<file path="src/hdl/stc_cdiv.sv">
// ----------------------------------------------------------------------------
// stc_cdiv: two-stage divider by a constant
// Reciprocal multiply gives a quotient low by at most one; the second
// stage fixes it with one compare and subtract.
// ----------------------------------------------------------------------------
module stc_cdiv #(
  parameter int unsigned XW = 32,
  parameter int unsigned D  = 675,
  parameter int unsigned QW = 23,
  parameter int unsigned RW = 10
) (
  input  logic          clk_i,
  input  logic          en_a_i,
  input  logic          en_b_i,
  input  logic [XW-1:0] x_i,
  output logic [QW-1:0] q_o,
  output logic [RW-1:0] r_o
);

  localparam int unsigned  PW    = 2 * XW;
  localparam logic [XW-1:0] Recip = XW'((64'd1 << XW) / 64'(D));

  logic [PW-1:0] prod;
  logic [XW-1:0] x_q;
  logic [QW-1:0] q0_q;
  logic [XW-1:0] rx;
  logic          fix;
  logic [QW-1:0] q_d, q_q;
  logic [RW-1:0] r_d, r_q;

  assign prod = PW'(x_i) * PW'(Recip);

  always_ff @(posedge clk_i) begin
    if (en_a_i) begin
      x_q  <= x_i;
      q0_q <= prod[XW +: QW];
    end
  end

  always_comb begin
    rx  = x_q - XW'(XW'(q0_q) * XW'(D));
    fix = (rx >= XW'(D));
    q_d = fix ? q0_q + QW'(1) : q0_q;
    r_d = fix ? RW'(rx - XW'(D)) : RW'(rx);
  end

  always_ff @(posedge clk_i) begin
    if (en_b_i) begin
      q_q <= q_d;
      r_q <= r_d;
    end
  end

  assign q_o = q_q;
  assign r_o = r_q;

endmodule

</file>
<file path="config.mk">
export PLATFORM = sky130hd
export DESIGN_NAME = stc_cdiv
export DESIGN_NICKNAME = d
export VERILOG_FILES = /design/src/hdl/stc_cdiv.sv
export SDC_FILE = /design/constraint.sdc
export NUM_CORES = 1
export LEC_CHECK = 0
export ABC_CLOCK_PERIOD_IN_PS = 9300
export BUFFER_PORTS_ARGS = -buffer_cell sky130_fd_sc_hd__buf_2
export CAP_MARGIN = 25
export CORE_ASPECT_RATIO = 0.5
export CORE_MARGIN = 2
export CORE_UTILIZATION = 66
export DETAILED_ROUTE_END_ITERATION = 8
export PLACE_DENSITY = 0.82
export SYNTH_ARGS = -nofsm -noshare
export SYNTH_HDL_FRONTEND = slang
export SYNTH_SLANG_ARGS = --single-unit
</file>
<file path="constraint.sdc">
create_clock -name clk_i -period 9.3 [get_ports clk_i]
set_clock_uncertainty 0.05 [all_clocks]
set_input_delay 1.86 -clock clk_i [delete_from_list [all_inputs] [get_ports clk_i]]
set_output_delay 1.86 -clock clk_i [all_outputs]
set_load 0.1 [all_outputs]
</file>
[After elaboration in Yosys (flattened, before gate mapping)]
Index checks and enable logic that the tools add are counted.
Word-level totals
  register bits: 88
  input port bits: 35
  output and inout port bits: 33
  logic and storage cells: 12
Operators by class
  $add $sub $neg: 3
  $mul: 2
  $lt $le $gt $ge: 1
  multiplexer cells: 2
Operators with widths (count)
  32-bit by 22-bit multiplier with 54-bit output, second input constant: 1
  32-bit by 10-bit greater-or-equal comparator with 1-bit output, second input constant: 1
  23-bit by 10-bit multiplier with 32-bit output, second input constant: 1
  32-bit subtractor: 1
  23-bit by 1-bit adder with 23-bit output, second input constant: 1
  23-bit 2-to-1 mux: 1
  10-bit 2-to-1 mux: 1
  10-bit subtractor, second input constant: 1

[Logic depth before layout (Yosys ltp)]
  depth in word-level cells: 4
  depth in mapped cells: 22
  gate-level depth less buffers: 22

[Worst setup path before layout]
OpenSTA, ideal clock, no wires.
  path kind: input to register
  start: input x_i[6]
  end: register q0_q[17] (data pin)
  library setup time: 0.265 ns
  arrival: 7.250 ns
  required time: 8.985 ns
  slack: 1.735 ns
  cell stages on the path: 22
  buffers on the path: 0
  cell sequence: fa_1 ha_1 inv_1 fa_1 inv_1 fa_1 inv_1 fa_1 fa_1 inv_1 ha_1 ha_1 and4_1 nor2b_1 a2111oi_0 a21oi_1 o211ai_1 a21oi_1 nor3b_1 o21a_1 o21ai_0 xor2_1
Between the ends
  word-level cells in the longest chain between the ends: 1
Ends and longest elaborated chain
  start: declaration: line 15  | input logic [XW-1:0] x_i,
  32-bit by 22-bit multiplier with 54-bit output: line 31  | assign prod = PW'(x_i) * PW'(Recip);
  net prod[49]: line 23  | logic [PW-1:0] prod;
  end signal: assignment: line 36  | q0_q <= prod[XW +: QW];
  end: declaration: line 25  | logic [QW-1:0] q0_q;
The timed path passes the listed nets, and every way through them passes these cells.
A chain may end at the register's enable or synchronous reset.

[Worst setup path in the final report]
  start: input x_i[6]
  end: register q0_q[21] (data pin)
The elaborated chain is that of the path after synthesis.

==> results.yml <==
finish:
  drive_gt1_share_pct: 6.25
  n_antenna_cell: 0
  mostFrequentLayoutCells: "449 x inv_1, 421 x ha_1, 266 x fa_1, 88 x edfxtp_1, 72 x a21oi_1"
  area_delta_synth_final_pct: 5.36
  final_common_cell: "inv_1"
  nets: 2558
drt:
  num_vias: 13000
  avgRoutedWirePerCell_um: 19.5
  first_pass_iters: 5
  drt_iter0_markers: 1045
  wirelength_um: 43300
  viasPerCell: 5.83
  drtAntennaViolNets: 0
  drc_errors: 0
placed_design:
  gp_congestion: 0.963
  dp_hpwl_um: 36800
  io_buffers: 67
worst_hold_path:
  hold_path.startpoint: "q0_q[0]"
  hold_path_end: "q_o[0]"
  worstHoldPathCells: 1
  hold_path_class: "reg -> reg"
clock_tree:
  cts_tree: "done"
  cts_buffer_depth: 2
  clkSinkCount: 88
  cts_root_buf: "clkbuf_16"
  cts_buffers: 9
  clk_pin_slew_ns: 0.07
  ctsHoldBuffers: 0
  ctsResizeCount: 0
  htree_levels: 3
  cts_setup_buffers: 0
  clock_latency_ns: 0.36
timing:
  tns_ns: 0
  period_share_pct: 88.5
  slew_headroom_pct: 47.1
  hold_viol: 0
  setup_viol: 0
  rsz0062_at_grt: "no"
  clock.fmax_ghz: 0.121
  period_minus_slack_ns: 8.23
  tightest_slew_ns: 0.793
  slew_viol_final: 0
yosys:
  synth-edff-count: 88
  netlist_area_um2: 18500
  synth_compound_area_share_pct: 8.24
  synth_fa_ha_area_share_pct: 57.2
  avgSynthCellArea_um2: 10.4
  yosysSeqAreaShare_pct: 14.3
  synthFlopType: "edfxtp_1"
  synth_cells: 1773
  synth_cell_types: 83
  synthSimpleGateAreaFrac_pct: 6.69
  synth_top_family_by_area: "adder cells"
  async_flop_share_pct: 0
  synthesis.nets: 2495
  yosysWarnings: 0
  synthMuxAreaShare_pct: 0.405
  synth_xor_area_share_pct: 3.40
  ys_seq_elements: 88
global_route:
  grt_antenna_before_repair: 1
  grt.total_usage_pct: 31.6
  grt_pass1_wl_um: 70600
  grt_max_degree: 56
  grt_pass1_vias: 13600
  grt_overflow: 0
critical_path:
  critPathArrivalTime_ns: 8.30
  crit_required_ns: 9.36
  reg2reg_to: "q_o[11]"
  end_kind: "register"
  rr_worst_depth: 20
  r2r_setup_slack_ns: 2.16
  rr_startpoint: "q0_q[3]"
  path_max_fanout: 10
  critPathKind: "in -> reg"
  worstSetupStartpointType: "primary input"
die:
  die_area_um2: 29500
  core-area_um2: 27700
  num_rows: 43
  initial_core_util_pct: 67.0
  io_pins: 68
  dieHeight_um: 122
  die_w_um: 241
status:
  status: "finished clean"
run:
  maxCapViolations: 0
cell usage after synthesis (6+ instances only):
| cell type | instances | share of area (%) |
|---|---|---|
| xnor2_1 | 41 | 1.9 |
| o211ai_1 | 12 | 0.49 |
| nand3_1 | 20 | 0.54 |
| nand2_1 | 49 | 0.99 |
| a221oi_1 | 6 | 0.28 |
| a21oi_1 | 72 | 1.9 |
| o21a_1 | 16 | 0.65 |
| inv_1 | 449 | 9.1 |
| buf_2 | 8 | 0.22 |
| o21ai_0 | 36 | 0.97 |
| nor4_2 | 6 | 0.41 |
| fa_1 | 266 | 29 |
| edfxtp_1 | 88 | 14 |
| nor3_1 | 26 | 0.70 |
| and4_1 | 6 | 0.28 |
| nor2b_1 | 9 | 0.30 |
| ha_1 | 421 | 28 |
| o21ai_1 | 7 | 0.19 |
| and3_1 | 7 | 0.24 |
| nor2_1 | 53 | 1.1 |
| a21o_1 | 15 | 0.61 |
| xor2_1 | 31 | 1.5 |
| nand4_1 | 21 | 0.71 |
| nand2b_1 | 6 | 0.20 |
routing by layer:
metal,wire [µm],GRT usage [%],vias to the layer above,share of wire (%)
met5,9,0,-,0.021
met4,1200,9.57,2,2.8
li1,-,-,6012,-
met2,19400,49.8,489,45
met3,3350,6.37,93,7.7
met1,19300,44.5,6374,45
worst max-delay path, stage by stage:
cell and delay (ns):
buf_2 0.20, fa_1 0.45, ha_1 0.28, inv_1 0.05, fa_1 0.50, inv_1 0.05, fa_1 0.52, inv_1 0.06
fa_1 0.46, fa_1 0.54, inv_1 0.04, ha_1 0.29, ha_1 0.33, and4_1 0.17, nor2b_1 0.13, a2111oi_0 0.60
a21oi_1 0.15, o211ai_1 0.24, a21oi_1 0.17, nor3b_1 0.66, o41ai_1 0.22, a21oi_1 0.22, xnor2_1 0.08
area by class of cell:
cell class	count	area, µm²
multi-input cells	1219	14100
fillers	2022	8140
flip-flops and latches	88	2640
inverters	449	1690
well taps	382	478
repair buffers	69	350
clock buffers	9	225
clock inverters	7	70.1
through the flow:
step | setup slack [ns] | utilization (%) | instances | hold WS, ns | cell area (µm²)
finish | 1.07 | 70.6 | 2223 | 0.734 | 19500
global route | 0.746 | 70.6 | 2223 | 0.791 | 19500
CTS | 1.24 | 70.6 | 2223 | 0.731 | 19500
detailed placement | 0.865 | 69.5 | 2207 | 0.716 | 19200
global placement | 1.05 | 69.5 | 2207 | 0.702 | 19200
floorplan | 1.74 | - | 1773 | 0.591 | 18500
cells by family after synthesis:
group	Yosys count
flops	88
xor+xnor	72
compound gates	225
simple gates	228
fa+ha+maj	687
mux	7
buf+inv	466
how the worst max path moves through the flow:
stage	start	endpoint	slack [ns]	cells past startpoint
floorplan	x_i[6]	q0_q[17]	1.74	22
global placement	x_i[6]	q0_q[17]	1.05	23
detailed placement	x_i[6]	q0_q[21]	0.87	23
CTS	x_i[6]	q0_q[21]	1.24	23
global route	x_i[6]	q0_q[21]	0.75	23
finish	x_i[6]	q0_q[21]	1.07	23
registers in the layout (all words and copies together) (netlist names):
name / count
x_q: 32
q_o: 23
r_o: 10
q0_q: 23
Power is left out: the tool's default activity adds up to more than one toggle a clock period on the data nets, which glitch-free logic cannot reach.
