--- config.mk ---
export PLATFORM = sky130hd
export DESIGN_NAME = stc_flow
export DESIGN_NICKNAME = d
export VERILOG_FILES = /design/src/hdl/stc_flow.sv
export SDC_FILE = /design/constraint.sdc
export NUM_CORES = 1
export LEC_CHECK = 0
export BUFFER_PORTS_ARGS = -buffer_cell sky130_fd_sc_hd__buf_2
export CORE_ASPECT_RATIO = 1.5
export CORE_MARGIN = 4
export CORE_UTILIZATION = 45
export CTS_CLUSTER_DIAMETER = 120
export CTS_CLUSTER_SIZE = 16
export DETAILED_ROUTE_END_ITERATION = 8
export MAX_ROUTING_LAYER = met4
export PLACE_DENSITY = 0.7
export REMOVE_ABC_BUFFERS = 1
export SYNTH_ARGS = -nofsm -noshare
export SYNTH_HDL_FRONTEND = slang
export SYNTH_SLANG_ARGS = --single-unit
--- constraint.sdc ---
create_clock -name clk_i -period 1.3 [get_ports clk_i]
set_input_delay 0.065 -clock clk_i [delete_from_list [all_inputs] [get_ports clk_i]]
set_output_delay 0.065 -clock clk_i [all_outputs]
set_load 0.02 [all_outputs]
--- src/hdl/stc_flow.sv ---
// ----------------------------------------------------------------------------
// stc_flow: pipeline valid chain
// Per-stage valid bits and load enables; bubbles collapse under a stall.
// ----------------------------------------------------------------------------
module stc_flow #(
  parameter int unsigned NS = 23
) (
  input  logic          clk_i,
  input  logic          rst_ni,
  input  logic          in_valid_i,
  input  logic          out_ready_i,
  output logic          in_ready_o,
  output logic          out_valid_o,
  output logic [NS-1:0] en_o
);

  logic [NS-1:0] v_q, v_d;

  // A stage loads when it is empty or its successor loads.
  always_comb begin
    en_o[NS-1] = !v_q[NS-1] || out_ready_i;
    for (int k = NS - 2; k >= 0; k--) begin
      en_o[k] = !v_q[k] || en_o[k+1];
    end
  end

  assign v_d = {v_q[NS-2:0], in_valid_i};

  always_ff @(posedge clk_i or negedge rst_ni) begin
    if (!rst_ni) begin
      v_q <= '0;
    end else begin
      for (int k = 0; k < NS; k++) begin
        if (en_o[k]) begin
          v_q[k] <= v_d[k];
        end
      end
    end
  end

  assign in_ready_o  = en_o[0];
  assign out_valid_o = v_q[NS-1];

endmodule
* Yosys cells after proc, flatten, opt, wreduce, memory -nomap -nowiden
Cells that the tools add are included.
** Word-level totals
- Flip-flop bits (word level) :: 23
- Output and inout port bits :: 25
- Logic and storage cells :: 69
** Cells by class
- Reductions and logical operators :: 46
** Operators by type and width (number)
- $logic_not 1->1 :: 23
- $logic_or 1x1->1 :: 23

* Longest topological paths before layout
Gate-level depths: netlist (run 1).
- Depth in word-level cells :: 24
- Gate-level depth with buffers :: 5

* Worst setup path after synthesis (run 1)
No wires, ideal clock.
- Kind :: reg2out
- Start :: register v_q[22]
- End :: output en_o[0]
- Arrival :: 1845 ps
- Setup slack :: -610 ps
- Cell stages (with the launch flop) :: 6
- Path buffers :: 2
- Cell sequence :: dfrtp_1 -> nand3b_4 -> nor4_4 -> buf_6 -> nand4_1 -> buf_4
** Between the ends
- Word-level cells in the longest chain between the ends :: 24
** RTL lines
- start, declared :: RTL line 17 : logic [NS-1:0] v_q, v_d;
- start signal, assigned by index :: RTL line 35 : v_q[k] <= v_d[k];
- $logic_not 1->1 :: RTL line 21 : en_o[NS-1] = !v_q[NS-1] || out_ready_i;
- $logic_or 1x1->1 :: RTL line 21
- $logic_or 1x1->1 :: RTL line 23 : en_o[k] = !v_q[k] || en_o[k+1];
- named net en_o[21] :: RTL line 14 : output logic [NS-1:0] en_o
- $logic_or 1x1->1 (21 in series) :: RTL line 23
- end, declared :: RTL line 14
The timed path passes the listed nets, and every way through them passes these cells.

* Worst setup path after layout (run 1)
- Start :: register v_q[16]
- End :: output en_o[0]
** Between the ends
- Word-level cells in the longest chain between the ends :: 18
** RTL lines (RTL line)
- $logic_not 1->1 :: 23
- $logic_or 1x1->1 (17 in series) :: 23
Every way passes these cells.

==> reports/metrics.yaml, run 1 <==
status:
  outcome: "complete, but fails checks"
  violations: "negative setup slack"
global_route:
  antenna_found_initial: 0
  grt.overflow.total: 0
  grt_pass1_wl_um: 5016
  grt_use_total_pct: 22.68
  grt_pass1_vias: 1072
  grt_start_max_net_pins: 24
critical_path:
  rr_worst_depth: 7
  r2r_slack_ps: -340
  end_kind: "output port"
  critical_path.max_fanout: 7
  cp.required_ps: 1240
  crit-reg2reg-capture: "v_q[2]"
  critical_path_arrival_ps: 1720
  start_kind: "flop"
  crit_type: "reg2out"
  regToRegStartpoint: "v_q[16]"
power_and_ir_drop:
  peakVddDrop_mv: 0.9051
  intPower_w: 0.001263
  p_seq_share_pct: 44.9
  p_leak_nw: 0.8648
  p_total_w: 0.001882
  pwr-share-clk_pct: 17.5
  powerDensity_nw_per_um2: 1007
  p_sw_share_pct: 32.87
  p_switching_w: 0.0006187
  combPwrFrac_pct: 37.6
flow_run:
  drv_cap: 0
detailed_routing:
  drtAntennaViolNets: 0
  drc: 0
  dr.pass1.iters: 4
  wl_per_cell_um: 17.90
  drt_iter0_markers: 26
  avgViaCountPerCell: 5.738
  routed_wl_um: 3275
  num_vias: 1050
yosys:
  yosysSeqAreaShare_pct: 54.25
  synth_edf_count: 0
  syn_avg_cell_area_sq_um: 11.29
  yosysTopAreaCell: "dfrtp_1"
  synth_top_family_by_area: "simple AND/OR/NAND/NOR gates"
  syn_inst: 94
  yosysMostFrequentCell: "dfrtp_1"
  synth-compound-area-share_pct: 12.62
  synth_fa_ha_area_share_pct: 0
  synth_area_leaders: "dfrtp_1 54%, a21o_1 5.7%, nand3_1 4.2%, a31o_2 4.1%, nand4_1 4.1%"
  synth-xor-area-share_pct: 0
  synth-main-ff-cell: "dfrtp_1"
  synth.area.mux_share_pct: 0
  syn-cell-area_sq_um: 1061
  synth_simple_gate_area_share_pct: 28.77
  yosys_warnings: 0
  synthTopCellsByCount: "23 x dfrtp_1, 9 x nand3_1, 8 x a21o_1, 8 x nand2_1, 7 x nand4_1"
  postSynth.asyncResetShare_pct: 100.0
  synth_top_area_share_pct: 54.25
  ys_seq_elements: 23
  synth_cell_types: 23
sta:
  max_slew_margin_pct: 64.93
  fin_crit_ps: 1786
  layout_worst_path_cycle_share_pct: 137.3
  hold_violations: 0
  fin_worst_skew_ps: 3.757
  setup_viol: 42
  max_slew.worst_pin.slew_ps: 526.1
  rsz0062_at_grt: "true"
  maxSlewViolCount: 0
  whs_ps: 174.6
  fmax_mhz: 560.1
  setup_slack_ps: -485.5
floorplanning:
  rows: 21
  die_area_sq_um: 3215
  dieWidth_um: 47.65
  initial_core_util_pct: 47.51
  die_h_um: 67.47
  ios: 29
  core_sq_um: 2233
cells_and_area:
  multiInputGateArea_sq_um: 558.0
  reg.largest.list: "v_q x23"
  drive_gt1_share_pct: 65.63
  n_antenna_cell: 0
  syn2layout_area_growth_pct: 76.18
  fin_area_sq_um: 1869
  nFillCells: 125
  regArea_sq_um: 575.6
  largest_register_ff_count: 23
  regMostFlops: "v_q"
  nets: 165
clocking:
  cts_buffer_depth: 2
  numCtsBuffers: 3
  clock-sinks: 23
  cts_htree_levels: 1
  worstSkewPairLatency_ps: 310
  cts.reportedPaths.clkPinSlew_ps: 130
  root_buffer: "clkbuf_4"
  cts_tree: "done"
placement:
  dp_hpwl_um: 1826
  place_area_sq_um: 1328
  finalWeightedCongestion: 0.8051
  numPortBuffers: 28
  place_ws_ps: -111.9
hold_path:
  hold_path_class: "in2reg"
  hp-start: "out_ready_i"
  hold_path_depth: 4
  min_to: "v_q[22]"
-- power groups by stage --
stage | Sequential (W) | Clock (W) | Combinational, W
4_1_cts | 0.000838 | 0.000336 | 0.000633
3_3_place_gp | 0.000843 | 0 | 0.000398
2_1_floorplan | 0.000853 | 0 | 0.000209
3_5_place_dp | 0.000849 | 0 | 0.000413
6_report | 0.000845 | 0.000330 | 0.000707
5_1_grt | 0.000852 | 0.000378 | 0.000749
-- how the worst max path moves through the flow --
stage,from,to,slack [ps],cells after the start
CTS,v_q[14],en_o[0],-420,5
floorplan,v_q[22],en_o[0],-650,3
finish,v_q[16],en_o[0],-490,5
detailed placement,v_q[22],en_o[0],-110,5
global route,v_q[16],en_o[0],-580,5
global placement,v_q[21],v_q[8],-40,3
-- routing by layer --
layer	GRT usage (%)	wire length, um
met1	26.48	1256
met2	38.42	1796
met3	3.200	138
met4	8.081	83
met5	-	0
-- through the flow --
stage,instances,TNS [ps],util (%)
after floorplan,88,-12320,-
after global placement,155,-236.6,59.44
after detailed placement,155,-1197,59.44
after CTS,177,-8494,78.54
after global routing,183,-14450,83.70
final,183,-11370,83.70
-- layout by cell type (no fill, tap or decap) --
cell type / instances
a31o_4: 2
nand4_1: 7
nand3_1: 1
nand4b_1: 1
nor4_4: 2
buf_4: 23
and3_1: 1
inv_2: 2
clkbuf_4: 3
nand2_4: 1
buf_6: 34
clkbuf_16: 1
dlygate4sd3_1: 2
nor2_2: 1
nand3b_4: 1
buf_8: 1
and4_1: 2
or2b_1: 2
a31o_2: 3
buf_12: 1
inv_4: 1
nand3_2: 8
or2_4: 3
dfrtp_1: 23
nand2_1: 3
buf_2: 6
a21o_1: 8
and4_2: 1
clkinv_2: 1
nor2_4: 1
and2_2: 2
or2_2: 1
nand2_2: 4
nand2b_1: 2
a41o_1: 3
nor3_4: 2
-- what timing repair did --
| item | 4_1_cts | 5_1_grt |
|---|---|---|
| pin swaps | 23 | 9 |
| buffers inserted | 15 | 8 |
| resized for setup | 71 | 24 |
| setup endpoints to repair | 32 | 41 |
| hold buffers | 2 | 0 |
| cloned | 1 | 0 |
| hold endpoints to repair | 24 | 0 |
-- layout make-up --
| cell class | instances | share of cell area [%] |
|---|---|---|
| Timing Repair Buffer | 68 | 35.61 |
| Clock inverter | 1 | 0.2677 |
| Inverter | 3 | 0.7363 |
| Tap cell | 23 | 1.539 |
| Multi-Input combinational cell | 62 | 29.85 |
| Sequential cell | 23 | 30.79 |
| Clock buffer | 3 | 1.205 |
-- kinds of logic (layout without fill, tap and decap cells) --
logic type / Yosys count / after routing
flip-flops: 23 / 23
AO/OA/AOI/OAI: 16 / 16
AND/OR/NAND/NOR: 46 / 46
buffers and inverters: 9 / 75
-- worst max-delay path, cell delays in order, from the launching register on --
cell and delay, ps:
dfrtp_1 400, nand3_2 130, nor4_4 390, buf_12 160, nand4_1 130, buf_2 200
Power figures use the tool's default switching activity.
==> inputs of run 2 (changes only) <==
--- a/config.mk
+++ b/config.mk
@@ -15,6 +15,7 @@
 export MAX_ROUTING_LAYER = met4
 export PLACE_DENSITY = 0.7
 export REMOVE_ABC_BUFFERS = 1
+export SETUP_SLACK_MARGIN = 0.5
 export SYNTH_ARGS = -nofsm -noshare
 export SYNTH_HDL_FRONTEND = slang
 export SYNTH_SLANG_ARGS = --single-unit
==> reports/metrics.yaml, run 2 (synthesized netlist as in run 1, its figures left out) <==
floorplanning:
  die_area_sq_um: 3215
  core_sq_um: 2233
  ios: 29
  initial_core_util_pct: 47.51
  dieWidth_um: 47.65
  rows: 21
  die_h_um: 67.47
clocking:
  cts_htree_levels: 1
  cts.reportedPaths.clkPinSlew_ps: 130
  worstSkewPairLatency_ps: 310
  cts_buffer_depth: 2
  clock-sinks: 23
  numCtsBuffers: 3
  root_buffer: "clkbuf_4"
  cts_tree: "done"
cells_and_area:
  final_cells: 191
  syn2layout_area_growth_pct: 88.80
  nets: 173
  final_common_cell: "buf_6"
  regMostFlops: "v_q"
  reg.largest.list: "v_q x23"
  n_antenna_cell: 0
  final_cell_mix: "43 x buf_6, 23 x dfrtp_1, 21 x buf_4"
  drive_gt1_share_pct: 67.86
  largest_register_ff_count: 23
sta:
  max_slew_margin_pct: 64.26
  max_slew.worst_pin.slew_ps: 536.0
  final.setup.tns_ps: -12870
  fin_crit_ps: 1765
  fmax_mhz: 566.7
  fin_worst_skew_ps: 5.654
  hold_violations: 0
  layout_worst_path_cycle_share_pct: 135.7
  whs_ps: 257.7
  setup_slack_ps: -464.7
  setup_viol: 45
  maxSlewViolCount: 0
  rsz0062_at_grt: "true"
status:
  violations: "negative setup slack"
  outcome: "complete, but fails checks"
power_and_ir_drop:
  powerDensity_nw_per_um2: 1025
  p_leak_nw: 0.9426
  peakVddDrop_mv: 0.9223
global_route:
  grt_pass1_wl_um: 5071
  grt_pass1_vias: 1122
  antenna_found_initial: 0
  grt_use_total_pct: 23.01
  grt.overflow.total: 0
  grt_start_max_net_pins: 24
critical_path:
  crit_type: "reg2out"
  critical_path.max_fanout: 7
  end_kind: "output port"
  start_kind: "flop"
  cp.required_ps: 1240
  critical_path_arrival_ps: 1700
detailed_routing:
  drc: 0
  routed_wl_um: 3930
  wl_met3_um: 125
  avgViaCountPerCell: 5.670
  wl_met2_um: 2279
  dr.pass1.iters: 4
  num_vias: 1083
  drt-met1-wl_um: 1460
  routed.top_layer: "met4"
  drt_iter0_markers: 18
  wl_per_cell_um: 20.58
  drtAntennaViolNets: 0
placement:
  dp_hpwl_um: 1826
  place_inst: 155
  finalWeightedCongestion: 0.8051
  numPortBuffers: 28
hold_path:
  hold_path_class: "in2async"
flow_run:
  drv_cap: 0
-- run 2: changes by cell type in the layout (fill, tap and decap cells not counted), moves of 2 or more --
| cell | change |
|---|---|
| nand2b_1 | -2 |
| nand3_2 | -2 |
| buf_4 | -2 |
| nand2b_4 | +2 |
| buf_6 | +9 |
-- run 2: report_power, final --
| part | total [W] | switching [W] | internal, W |
|---|---|---|---|
| Clock | 0.000334 | 0.000219 | 0.000115 |
| Combinational | 0.000861 | 0.000384 | 0.000477 |
| Sequential | 0.000858 | 0.0000767 | 0.000781 |
-- run 2: area by class of cell --
| class | instances | area (sq um) |
|---|---|---|
| fillers | 95 | 230.2 |
| well taps | 23 | 28.78 |
| clock inverters | 1 | 5.005 |
| inverters | 3 | 13.76 |
| repair buffers | 76 | 772.0 |
| clock buffers | 3 | 22.52 |
| multi-input cells | 62 | 585.6 |
| flip-flops and latches | 23 | 575.6 |
-- run 2: path summary, 6_finish.rpt --
path                                  start         end  slack [ps]  cells after the start
max in group asynchronous            rst_ni     v_q[18]         680                      2
min in group clk_i              out_ready_i     v_q[22]         340                      5
worst max register to register      v_q[20]      v_q[2]        -340                      7
worst min register to register       v_q[6]      v_q[7]         470                      1
worst min-delay path                 rst_ni     v_q[22]         260                      2
worst max-delay path                v_q[20]  in_ready_o        -460                      5
-- run 2: through the flow --
stage               instance area [sq um]  total power, W  utilization (%)  worst slack [ps]
floorplan                            1026        0.001061                -            -650.3
global placement                     1328        0.001241            59.44            -37.07
detailed placement                   1328        0.001262            59.44            -111.9
CTS                                  1818        0.001882            81.40            -422.0
global route                         2003        0.002140            89.69            -551.8
finish                               2003        0.002053            89.69            -464.7
-- run 2: critical path: stages, from the launching register on --
cell	delay (ps)
dfrtp_1	450
nand2_2	130
nor4_4	360
buf_12	170
nand4_1	100
buf_2	180
-- run 2: what timing repair did --
item / in CTS / in global routing
hold endpoints to repair: 24 / 0
hold buffers: 2 / 0
pin swaps: 24 / 9
buffers inserted: 19 / 10
resized for setup: 81 / 26
gates cloned: 1 / 0
setup endpoints to repair: 48 / 48
-- run 2: layer usage --
metal | GRT usage, % | vias to the layer above
met5 | - | -
met2 | 39.26 | 27
met4 | 9.428 | 0
met1 | 25.84 | 556
li1 | - | 494
met3 | 3.467 | 6
